File: src/rtl/assert_macros.svh
// Assertion macros shared by the text terminal RTL.
// Each macro expects signals named clk and rst_n in the module that uses it.
`ifndef ASSERT_MACROS_SVH
`define ASSERT_MACROS_SVH

// Same-cycle implication, disabled during reset
`define TCW_ASSERT_IMP(lbl, ante, cons, msg) \
    lbl: assert property (@(posedge clk) disable iff (!rst_n) (ante) |-> (cons)) \
        else $error(msg);

// Next-cycle implication, disabled during reset
`define TCW_ASSERT_NXT(lbl, ante, cons, msg) \
    lbl: assert property (@(posedge clk) disable iff (!rst_n) (ante) |=> (cons)) \
        else $error(msg);

`endif

File: src/rtl/tcw_pkg.sv
// Shared types and constants for the text terminal cell writer.
// No dependencies; used by tcw_ctrl, tcw_dp and the top level.
package tcw_pkg;

    // Field widths fixed by the word formats
    localparam int CHAR_W      = 8;
    localparam int ATTR_W      = 8;
    localparam int CELL_W      = CHAR_W + ATTR_W;
    localparam int POS_W       = 11;
    localparam int CFG_INDEX_W = 2;
    localparam int CFG_DATA_W  = 8;

    // Request kinds
    localparam logic REQ_PRINT = 1'b0;
    localparam logic REQ_READ  = 1'b1;

    // Character code that moves the cursor to the next row
    localparam logic [CHAR_W-1:0] NEWLINE_CODE = 8'd10;

    // Configuration register indexes
    localparam logic [CFG_INDEX_W-1:0] REG_SCREEN_WIDTH   = 2'd0;
    localparam logic [CFG_INDEX_W-1:0] REG_SCREEN_HEIGHT  = 2'd1;
    localparam logic [CFG_INDEX_W-1:0] REG_TEXT_ATTRIBUTE = 2'd2;

    // Configuration reset values
    localparam logic [6:0] SCREEN_WIDTH_RST   = 7'd80;
    localparam logic [4:0] SCREEN_HEIGHT_RST  = 5'd25;
    localparam logic [7:0] TEXT_ATTRIBUTE_RST = 8'd7;

    typedef struct packed {
        logic              req_type;
        logic [CHAR_W-1:0] char_code;
        logic [POS_W-1:0]  cell_index;
    } req_word_t;

    typedef struct packed {
        logic [POS_W-1:0]  cursor_position;
        logic [CHAR_W-1:0] cell_char;
        logic [ATTR_W-1:0] cell_attribute;
    } rsp_word_t;

    // Controller to datapath commands
    typedef struct packed {
        logic clr_step;
        logic load_item;
        logic exec_read;
        logic exec_print;
        logic div_start;
        logic div_step;
        logic div_finish;
        logic set_cursor;
        logic scroll_start;
        logic copy_step;
        logic rowclr_start;
        logic rowclr_step;
        logic scroll_home;
        logic out_load;
    } dp_cmd_t;

    // Datapath to controller status
    typedef struct packed {
        logic clr_last;
        logic item_is_read;
        logic item_is_newline;
        logic div_done;
        logic pos_in_area;
        logic copy_done;
        logic rowclr_last;
        logic out_free;
    } dp_sts_t;

endpackage

File: src/rtl/tcw_ctrl.sv
// Sequencer for the text terminal: reset sweep, item decode, divide, scroll.
// Depends on tcw_pkg (command and status structs) and assert_macros.svh.
`include "assert_macros.svh"

module tcw_ctrl (
    input  logic              clk,
    input  logic              rst_n,
    input  logic              req_valid,
    output logic              req_stall,
    input  tcw_pkg::dp_sts_t  sts,
    output tcw_pkg::dp_cmd_t  cmd
);

    localparam logic [2:0] S_CLEAR  = 3'd0;
    localparam logic [2:0] S_IDLE   = 3'd1;
    localparam logic [2:0] S_DECIDE = 3'd2;
    localparam logic [2:0] S_DIV    = 3'd3;
    localparam logic [2:0] S_PLACE  = 3'd4;
    localparam logic [2:0] S_COPY   = 3'd5;
    localparam logic [2:0] S_ROWCLR = 3'd6;
    localparam logic [2:0] S_FINISH = 3'd7;

    logic [2:0] state_reg;
    logic [2:0] state_next;

    // Only the idle state takes a word
    assign req_stall = (state_reg != S_IDLE);

    // Next state and commands
    always_comb
    begin
        cmd        = '0;
        state_next = state_reg;
        unique case (state_reg)
            S_CLEAR:
            begin
                cmd.clr_step = 1'b1;
                if (sts.clr_last)
                begin
                    state_next = S_IDLE;
                end
            end
            S_IDLE:
            begin
                if (req_valid)
                begin
                    cmd.load_item = 1'b1;
                    state_next    = S_DECIDE;
                end
            end
            S_DECIDE:
            begin
                if (sts.item_is_read)
                begin
                    cmd.exec_read = 1'b1;
                    state_next    = S_FINISH;
                end
                else if (sts.item_is_newline)
                begin
                    cmd.div_start = 1'b1;
                    state_next    = S_DIV;
                end
                else
                begin
                    cmd.exec_print = 1'b1;
                    state_next     = S_PLACE;
                end
            end
            S_DIV:
            begin
                if (sts.div_done)
                begin
                    cmd.div_finish = 1'b1;
                    state_next     = S_PLACE;
                end
                else
                begin
                    cmd.div_step = 1'b1;
                end
            end
            S_PLACE:
            begin
                if (sts.pos_in_area)
                begin
                    cmd.set_cursor = 1'b1;
                    state_next     = S_FINISH;
                end
                else
                begin
                    cmd.scroll_start = 1'b1;
                    state_next       = S_COPY;
                end
            end
            S_COPY:
            begin
                cmd.copy_step = 1'b1;
                if (sts.copy_done)
                begin
                    cmd.rowclr_start = 1'b1;
                    state_next       = S_ROWCLR;
                end
            end
            S_ROWCLR:
            begin
                cmd.rowclr_step = 1'b1;
                if (sts.rowclr_last)
                begin
                    cmd.scroll_home = 1'b1;
                    state_next      = S_FINISH;
                end
            end
            S_FINISH:
            begin
                if (sts.out_free)
                begin
                    cmd.out_load = 1'b1;
                    state_next   = S_IDLE;
                end
            end
        endcase
    end

    // State register
    always_ff @(posedge clk or negedge rst_n)
    begin
        if (!rst_n)
        begin
            state_reg <= S_CLEAR;
        end
        else
        begin
            state_reg <= state_next;
        end
    end

    `TCW_ASSERT_NXT(a_accept_decides, req_valid && !req_stall, state_reg == S_DECIDE,
        "accepted word not decoded next cycle")
    `TCW_ASSERT_NXT(a_div_entry, state_next == S_DIV,
        $past(state_reg) == S_DECIDE || $past(state_reg) == S_DIV,
        "divide entered from a wrong state")

endmodule

File: config.mk
export PLATFORM = sky130hd
export DESIGN_NAME = tcw_ctrl
export DESIGN_NICKNAME = d
export VERILOG_FILES = /design/src/rtl/tcw_pkg.sv /design/src/rtl/tcw_ctrl.sv
export VERILOG_INCLUDE_DIRS = /design/src /design/src/rtl
export SDC_FILE = /design/constraint.sdc
export NUM_CORES = 1
export LEC_CHECK = 0
export BUFFER_PORTS_ARGS = -buffer_cell sky130_fd_sc_hd__buf_2
export CAP_MARGIN = 20
export CORE_AREA = 5 5 42 44
export CTS_BUF_LIST = sky130_fd_sc_hd__clkbuf_8
export DETAILED_ROUTE_END_ITERATION = 7
export DIE_AREA = 0 0 47 49
export PLACE_DENSITY = 0.67
export SYNTH_ARGS = -nofsm -noshare
export SYNTH_HDL_FRONTEND = slang
export SYNTH_SLANG_ARGS = --single-unit
File: constraint.sdc
create_clock -name clk -period 1.6 [get_ports clk]
set_input_delay 0.32 -clock clk [delete_from_list [all_inputs] [get_ports clk]]
set_output_delay 0.32 -clock clk [all_outputs]
set_load 0.1 [all_outputs]
==> results.yml, run 1 <==
grt:
  gr-usage-all-layers_pct: 18.71
  grt_pass1_wl_um: 3098
  grt_pass1_vias: 652
  antenna_found_initial: 0
  grt_max_degree: 11
  overflow: 0
worst_setup_path:
  cpMaxStageDelayCell: "dfrtp_2"
  timing.reg2reg.setup_slack_ps: -170
  critPathArrivalTime_ps: 1480
  path_max_fanout: 3
  cpLargestDelayFamily: "simple AND/OR/NAND/NOR gates"
  critPathMaxStageDelay_ps: 400
  cp_cell_sequence: "inv_4 -> or3_4 -> nor3b_4 -> buf_12"
  worst_ep_required_time_ps: 1280
  cp-endpoint: "cmd[9]"
  r2r_cells: 7
  cp.depth: 4
  critPathBufInv: 2
  crit_type: "reg -> out"
  r2r-end: "state_reg[1]$_DFFE_PN0P_"
  cp-start-kind: "register"
  cp-startpoint: "state_reg[1]$_DFFE_PN0P_"
  endpoint_kind: "output pin"
  r2r-start: "state_reg[2]$_DFFE_PN0P_"
final_layout:
  area_delta_synth_final_pct: 227.9
  utilization_pct: 82.86
  multi_input_area_um2: 420.4
  seqCellArea_um2: 76.32
  largest_register_ffs: 3
  diodes: 0
  stdcell_count: 116
  num-fill-cells: 72
  finalNetCount: 112
  drive_gt1_share_pct: 80.00
detailed_routing:
  highest_layer: "met4"
  routedWlPerCell_um: 15.98
  ant_nets: 0
  vias_per_cell: 5.043
  vias: 585
  drtIter0Drc: 12
  drc: 0
  wl_um: 1854
  met1_length_um: 605
  wl_met2_um: 1132
  drt_pass1_iterations: 3
  dr_wl_met3_um: 72
placed_design:
  pre_cts_ws_ps: -50.07
  numPortBuffers: 25
  hpwl_um: 1179
  globalplace.congestion: 0.8190
  place_inst: 100
logic_synthesis:
  synth_area_leader_cell: "dfrtp_1"
  synthCells: 48
  ys_seq_area_share_pct: 21.20
  synth_top_area_share_pct: 21.20
  syn_area_per_cell_um2: 7.377
  syn-cell-area_um2: 354.1
  synth_nets: 59
  ys_ff_latch: 3
  synth_area_leaders: "dfrtp_1 21%, nor3_1 8.5%, mux2_1 6.4%"
  synthDistinctLibCells: 25
  ys_warn_count: 0
run_status:
  violations: "negative setup slack"
  status: "finished, violations left"
floorplanning:
  dieWidth_um: 47
  pin_count: 26
  dieHeight_um: 49
  start_util_pct: 25.27
  die-area_mm2: 0.002303
  row_count: 14
  core-area_mm2: 0.001401
sta:
  fin_ws_ps: -202.2
  setup_viol: 17
  relSlewSlack_pct: 74.51
  min_period_ps: 1802
  drv_slew: 0
  hold_viol_final: 0
  setup_tns_ps: -1883
  fin_crit_sh_pct: 112.6
  skew_ps: 0.2601
  rsz0062_at_grt: "yes"
  fmax_mhz: 554.9
  worst_pin_slew_ps: 382.4
power_and_ir_drop:
  ir_drop_mv: 1.338
  p_per_area_mw_per_mm2: 2497
  leakagePower_nw: 0.5163
hold_path:
  hp-class: "in -> async"
clocking:
  cts_tree: "yes"
  clock_path_buffers: 2
  ctsHtreeMaxLevel: 1
  worstSkewPairLatency_ps: 220
  path_clk_slew_ps: 30
  cts_root_buf: "clkbuf_8"
  cts_inserted_buffers: 3
  cts.sinks: 3
run:
  drv_cap: 0
synthesized netlist by cell type:
| master | count |
|---|---|
| nor3_1 | 6 |
| nand2_1 | 4 |
| dfrtp_1 | 3 |
| nor2_1 | 3 |
| nor3b_1 | 3 |
| a21oi_1 | 2 |
| and2_1 | 2 |
| and3_1 | 2 |
| clkbuf_1 | 2 |
| inv_1 | 2 |
| mux2_1 | 2 |
| mux2i_1 | 2 |
| nor2b_1 | 2 |
| or3_1 | 2 |
| a211oi_1 | 1 |
| a21oi_2 | 1 |
| a311oi_2 | 1 |
| a31oi_1 | 1 |
| buf_2 | 1 |
| inv_2 | 1 |
| nand3b_1 | 1 |
| nor4_1 | 1 |
| nor4b_1 | 1 |
| o21ai_0 | 1 |
| or3b_1 | 1 |
worst min path at each step:
stage | from | end | slack (ps) | depth (start not counted)
2_1_floorplan | rst_n | state_reg[0]$_DFFE_PN0P_ | 20 | 0
3_3_place_gp | rst_n | state_reg[2]$_DFFE_PN0P_ | 120 | 1
3_5_place_dp | rst_n | state_reg[1]$_DFFE_PN0P_ | 120 | 1
4_1_cts | rst_n | state_reg[1]$_DFFE_PN0P_ | 430 | 2
5_1_grt | rst_n | state_reg[0]$_DFFE_PN0P_ | 450 | 2
6_report | rst_n | state_reg[0]$_DFFE_PN0P_ | 430 | 2
per-layer routing:
layer / vias up / track usage, %
met5: - / 0
met4: 0 / 10.60
met3: 6 / 3.690
met2: 16 / 32.58
met1: 283 / 19.51
li1: 280 / -
logic make-up after synthesis:
family | share of synthesized area (%)
and+or+nand+nor | 45.23
AOI/OAI and AO/OA | 14.84
buffers and inverters | 6.713
muxes | 12.01
DFF | 21.20
area by class of cell:
class | instances | area share [%]
timing repair buffer | 51 | 50.43
tap | 16 | 1.724
inverter | 3 | 1.185
multi-input combinational | 39 | 36.21
sequential | 3 | 6.573
clock inverter | 1 | 0.3233
clock buffer | 3 | 3.556
through the flow:
stage	power (mW)	cell area (µm²)	hold WS [ps]
final	2.899	1161	428.9
after global routing	3.026	1161	448.2
after CTS	2.835	1155	425.5
after detailed placement	2.204	943.4	118.8
after global placement	2.169	943.4	117.9
after floorplan	1.484	498.0	24.41
where the power goes:
part	switching [mW]	total (mW)	internal [mW]
logic	1.40	2.51	1.11
registers	0.0466	0.168	0.122
clock network	0.0597	0.224	0.164
timing repair:
action | CTS | global route
gates cloned | 0 | 0
hold buffers | 1 | 0
endpoints found under the hold margin | 3 | 0
pin swaps | 10 | 6
endpoints found under the setup margin | 18 | 18
gates resized for setup | 17 | 8
buffers inserted | 12 | 0
cells in the final DEF, fill, tap and decap left out, drive strengths merged, types with 2 or more instances in the layout:
master / Yosys / final
buf: 1 / 50
nor3: 6 / 6
inv: 3 / 4
nand2: 4 / 4
clkbuf: 2 / 3
nor3b: 3 / 3
a21oi: 3 / 3
dfrtp: 3 / 3
nor2: 3 / 3
and3: 2 / 2
and2: 2 / 2
mux2: 2 / 2
or3: 2 / 2
nor2b: 2 / 2
mux2i: 2 / 2
Note: power is estimated with default switching activity, not from simulation.
==> run 2, diff against run 1 <==
--- a/config.mk
+++ b/config.mk
@@ -13,6 +13,7 @@
 export DETAILED_ROUTE_END_ITERATION = 7
 export DIE_AREA = 0 0 47 49
 export PLACE_DENSITY = 0.67
+export SKIP_LAST_GASP = 1
 export SYNTH_ARGS = -nofsm -noshare
 export SYNTH_HDL_FRONTEND = slang
 export SYNTH_SLANG_ARGS = --single-unit
==> run 2 against run 1 <==
The flow still finishes with violations (negative setup slack). Clock-buffer cell count stayed put. Clock power hardly changed. Via count is 1.0% lower. Critical endpoint unchanged. Register-to-register slack hardly changed. Critical path depth stayed put. Highest routed layer unchanged. Hold slack better by 1.5 ps. Non-clock buffer count stayed put. Wire length is 2.7% lower. Sequential share of layout area hardly changed. Largest power group unchanged.
==> results.yml, run 2 (synthesis gave the netlist of run 1 again) <==
sta:
  min_period_ps: 1802
  hold_viol_final: 0
  fin_ws_ps: -202.3
  worst_pin_slew_ps: 386.1
  fmax_mhz: 554.8
  skew_ps: 0.2601
  setup_tns_ps: -1869
  setup_viol: 17
  rsz0062_at_grt: "yes"
  drv_slew: 0
  fin_crit_sh_pct: 112.6
  relSlewSlack_pct: 74.26
  holdWs_ps: 430.4
worst_setup_path:
  r2r_cells: 7
  critPathMaxStageDelay_ps: 400
  cp-startpoint: "state_reg[1]$_DFFE_PN0P_"
  path_max_fanout: 3
  r2r-start: "state_reg[2]$_DFFE_PN0P_"
  timing.reg2reg.setup_slack_ps: -170
  cp_cell_sequence: "inv_4 -> or3_4 -> nor3b_4 -> buf_12"
  cp-start-kind: "register"
  cp-endpoint: "cmd[9]"
  critPathArrivalTime_ps: 1480
  worst_ep_required_time_ps: 1280
  r2r-end: "state_reg[1]$_DFFE_PN0P_"
  endpoint_kind: "output pin"
  crit_type: "reg -> out"
  cpMaxStageDelayCell: "dfrtp_2"
final_layout:
  diodes: 0
  stdcell_count: 116
  largest_register_ffs: 3
  drive_gt1_share_pct: 80.00
  utilization_pct: 82.59
  finalNetCount: 112
  layout_commonest_cell: "buf_4"
  layout_common_cells: "17 x buf_4, 15 x buf_12, 10 x buf_2"
  post-route-cell-area_mm2: 0.001157
  area_delta_synth_final_pct: 226.9
run_status:
  status: "finished, violations left"
  violations: "negative setup slack"
clocking:
  worstSkewPairLatency_ps: 220
  clock_path_buffers: 2
  cts_root_buf: "clkbuf_8"
  cts_inserted_buffers: 3
  ctsHtreeMaxLevel: 1
  cts_tree: "yes"
  path_clk_slew_ps: 30
  cts.sinks: 3
grt:
  grt_max_degree: 11
  grt_pass1_vias: 652
  grt_pass1_wl_um: 3098
  overflow: 0
  antenna_found_initial: 0
  gr-usage-all-layers_pct: 18.71
placed_design:
  globalplace.congestion: 0.8190
  hpwl_um: 1179
  pre_cts_ws_ps: -50.07
  placed_area_um2: 943.4
  numPortBuffers: 25
  place_inst: 100
detailed_routing:
  drt_pass1_iterations: 3
  wl_um: 1804
  vias: 579
  ant_nets: 0
  drtIter0Drc: 11
  vias_per_cell: 4.991
  drc: 0
  routedWlPerCell_um: 15.55
floorplanning:
  pin_count: 26
  dieHeight_um: 49
  row_count: 14
  core-area_mm2: 0.001401
  dieWidth_um: 47
  die-area_mm2: 0.002303
  start_util_pct: 25.27
hold_path:
  hp-class: "in -> async"
power_and_ir_drop:
  leakagePower_nw: 0.5150
  ir_drop_mv: 1.337
  totalPowerFinal_mw: 2.884
  p_per_area_mw_per_mm2: 2492
run:
  drv_cap: 0
run 2: power breakdown:
part	leakage (nW)	internal, mW	switching [mW]
Clock	0.0269	0.164	0.0597
Sequential	0.0329	0.122	0.0467
Combinational	0.455	1.10	1.39
run 2: worst min-delay path by stage:
stage / to / depth (start not counted)
final: state_reg[0]$_DFFE_PN0P_ / 2
after CTS: state_reg[1]$_DFFE_PN0P_ / 2
after detailed placement: state_reg[1]$_DFFE_PN0P_ / 1
after global placement: state_reg[2]$_DFFE_PN0P_ / 1
after global routing: state_reg[0]$_DFFE_PN0P_ / 2
after floorplan: state_reg[0]$_DFFE_PN0P_ / 0
run 2: timing repair:
item	in CTS	in global routing
setup buffers	12	0
setup endpoints to repair	18	18
hold buffers	1	0
hold endpoints to repair	3	0
resized for setup	17	7
pin swaps	10	6
run 2: final cells by class:
cell class / count / area [µm²]
fillers: 75 / 244.0
well taps: 16 / 20.02
flip-flops and latches: 3 / 76.32
clock inverters: 1 / 3.754
inverters: 3 / 13.76
multi-input cells: 39 / 420.4
clock buffers: 3 / 41.29
repair buffers: 51 / 581.8
run 2: critical path, delay by kind of cell, from the launching register on:
family                 cells  cell delay, ps
AND/OR/NAND/NOR            2             620
buffers and inverters      2             240
flip-flops                 1             400
run 2: per-layer routing:
layer  global-route usage (%)  routed length, µm  vias up
li1                         -                  -      280
met1                    19.51                577      277
met3                    3.690                 72        6
met5                        0                  0        -
met2                    32.58               1110       16
met4                    10.60                 44        0
==> run 3, diff against run 2 <==
==> constraint.sdc (replaced) <==
create_clock -name clk -period 1.7 [get_ports clk]
set_input_delay 0.34 -clock clk [delete_from_list [all_inputs] [get_ports clk]]
set_output_delay 0.34 -clock clk [all_outputs]
set_load 0.1 [all_outputs]
==> run 3 against run 2 <==
The flow still finishes with violations (negative setup slack). Clock-buffer cell count unchanged. Setup slack better by 81 ps. Clock skew up 3.6 ps. Cell area down 9.2%. First-iteration DRC count down 64%. Highest routed layer unchanged.
==> results.yml, run 3 (synthesis gave the netlist of run 1 again) <==
floorplanning:
  dieHeight_um: 49
  die-area_mm2: 0.002303
  row_count: 14
  dieWidth_um: 47
  pin_count: 26
  core-area_mm2: 0.001401
  start_util_pct: 25.27
worst_setup_path:
  cp-start-kind: "register"
  cp_cell_sequence: "buf_6 -> clkinvlp_4 -> buf_4 -> nor4b_4 -> buf_12"
  critPathArrivalTime_ps: 1480
  crit_type: "reg -> out"
  endpoint_kind: "output pin"
  cpMaxStageDelayCell: "dfrtp_1"
  path_max_fanout: 7
  worst_ep_required_time_ps: 1360
  critPathMaxStageDelay_ps: 370
final_layout:
  largest_register_ffs: 3
  utilization_pct: 75.00
  drive_gt1_share_pct: 74.44
  diodes: 0
  multi_input_area_um2: 405.4
  num-fill-cells: 91
  seqCellArea_um2: 75.07
  finalNetCount: 102
  area_delta_synth_final_pct: 196.8
  layout_commonest_cell: "buf_12"
  layout_common_cells: "15 x buf_12, 11 x buf_4, 10 x buf_2"
clocking:
  path_clk_slew_ps: 30
  cts_inserted_buffers: 3
  worstSkewPairLatency_ps: 210
  cts_root_buf: "clkbuf_8"
  cts_tree: "yes"
  ctsHtreeMaxLevel: 1
  clock_path_buffers: 2
  cts.sinks: 3
placed_design:
  numPortBuffers: 25
  globalplace.congestion: 0.7813
  hpwl_um: 1149
sta:
  skew_ps: 3.902
  setup_tns_ps: -739.3
  rsz0062_at_grt: "yes"
  relSlewSlack_pct: 80.33
  fmax_mhz: 549.0
  worst_pin_slew_ps: 286.9
  fin_crit_sh_pct: 107.1
  fin_ws_ps: -121.5
  setup_viol: 12
  drv_slew: 0
  hold_viol_final: 0
  min_period_ps: 1822
detailed_routing:
  routedWlPerCell_um: 14.44
  vias_per_cell: 4.896
  ant_nets: 0
  vias: 519
  drc: 0
  wl_um: 1531
  drtIter0Drc: 4
  drt_pass1_iterations: 2
grt:
  grt_pass1_vias: 590
  gr-usage-all-layers_pct: 14.41
  overflow: 0
  antenna_found_initial: 0
  grt_pass1_wl_um: 2553
  grt_max_degree: 13
run_status:
  status: "finished, violations left"
  violations: "negative setup slack"
run:
  drv_cap: 0
hold_path:
  hp-class: "in -> async"
[run 3: changes by cell type in the layout (fill, tap and decap cells not counted), sizes merged]
cell	delta
inv	-1
clkinvlp	+1
buf	-10
[run 3: stage by stage]
step           instances  cell area [µm²]  hold slack (ps)  worst slack, ps
4_1_cts              103            997.2            448.9           -112.9
6_report             106             1051            451.9           -121.5
2_1_floorplan         48            493.0            44.41           -564.3
5_1_grt              106             1051            470.2           -176.1
3_5_place_dp          95            900.9            137.9            11.00
3_3_place_gp          95            900.9            137.9            57.68
[run 3: path summary, 6_finish.rpt]
check                      slack (ps)                      from  depth (start not counted)                        to
max in group asynchronous        1140                     rst_n                          2  state_reg[2]$_DFFE_PN0P_
setup reg to reg                   10  state_reg[0]$_DFFE_PN0P_                          5  state_reg[2]$_DFFE_PN0P_
setup / recovery                 -120  state_reg[2]$_DFFE_PN0P_                          5                    cmd[6]
hold / removal                    450                     rst_n                          2  state_reg[0]$_DFFE_PN0P_
min in group clk                  690                    sts[5]                          4  state_reg[0]$_DFFE_PN0P_
hold reg to reg                   700  state_reg[1]$_DFFE_PN0P_                          3  state_reg[1]$_DFFE_PN0P_
[run 3: final cells by class]
cell class              count  area share (%)
clock buffers               3           3.929
flip-flops and latches      3           7.143
inverters                   3           1.667
multi-input cells          39           38.57
well taps                  16           1.905
repair buffers             41           46.43
clock inverters             1          0.3571
[run 3: per-layer routing]
metal,global-route usage (%),part of all wire (%),up-vias
li1,-,-,256
met1,16.41,34,240
met2,25.34,58,17
met3,2.952,5.6,6
met4,4.608,2.6,0
met5,0,0,-
[run 3: timing repair]
| item | CTS | global route |
|---|---|---|
| hold buffers | 1 | 0 |
| setup buffers | 4 | 3 |
| pin swaps | 2 | 5 |
| endpoints found under the setup margin | 13 | 17 |
| gates resized for setup | 5 | 6 |
| hold endpoints to repair | 3 | 0 |
[run 3: worst max-delay path, delay by kind of cell, from the launching register on]
| family | cells | cell delay [ps] |
|---|---|---|
| flops | 1 | 370 |
| simple gates | 1 | 260 |
| buf+inv | 4 | 630 |
Power of run 3 is left out: the tool's default activity adds up to more than one toggle a clock period on the data nets, which glitch-free logic cannot reach.
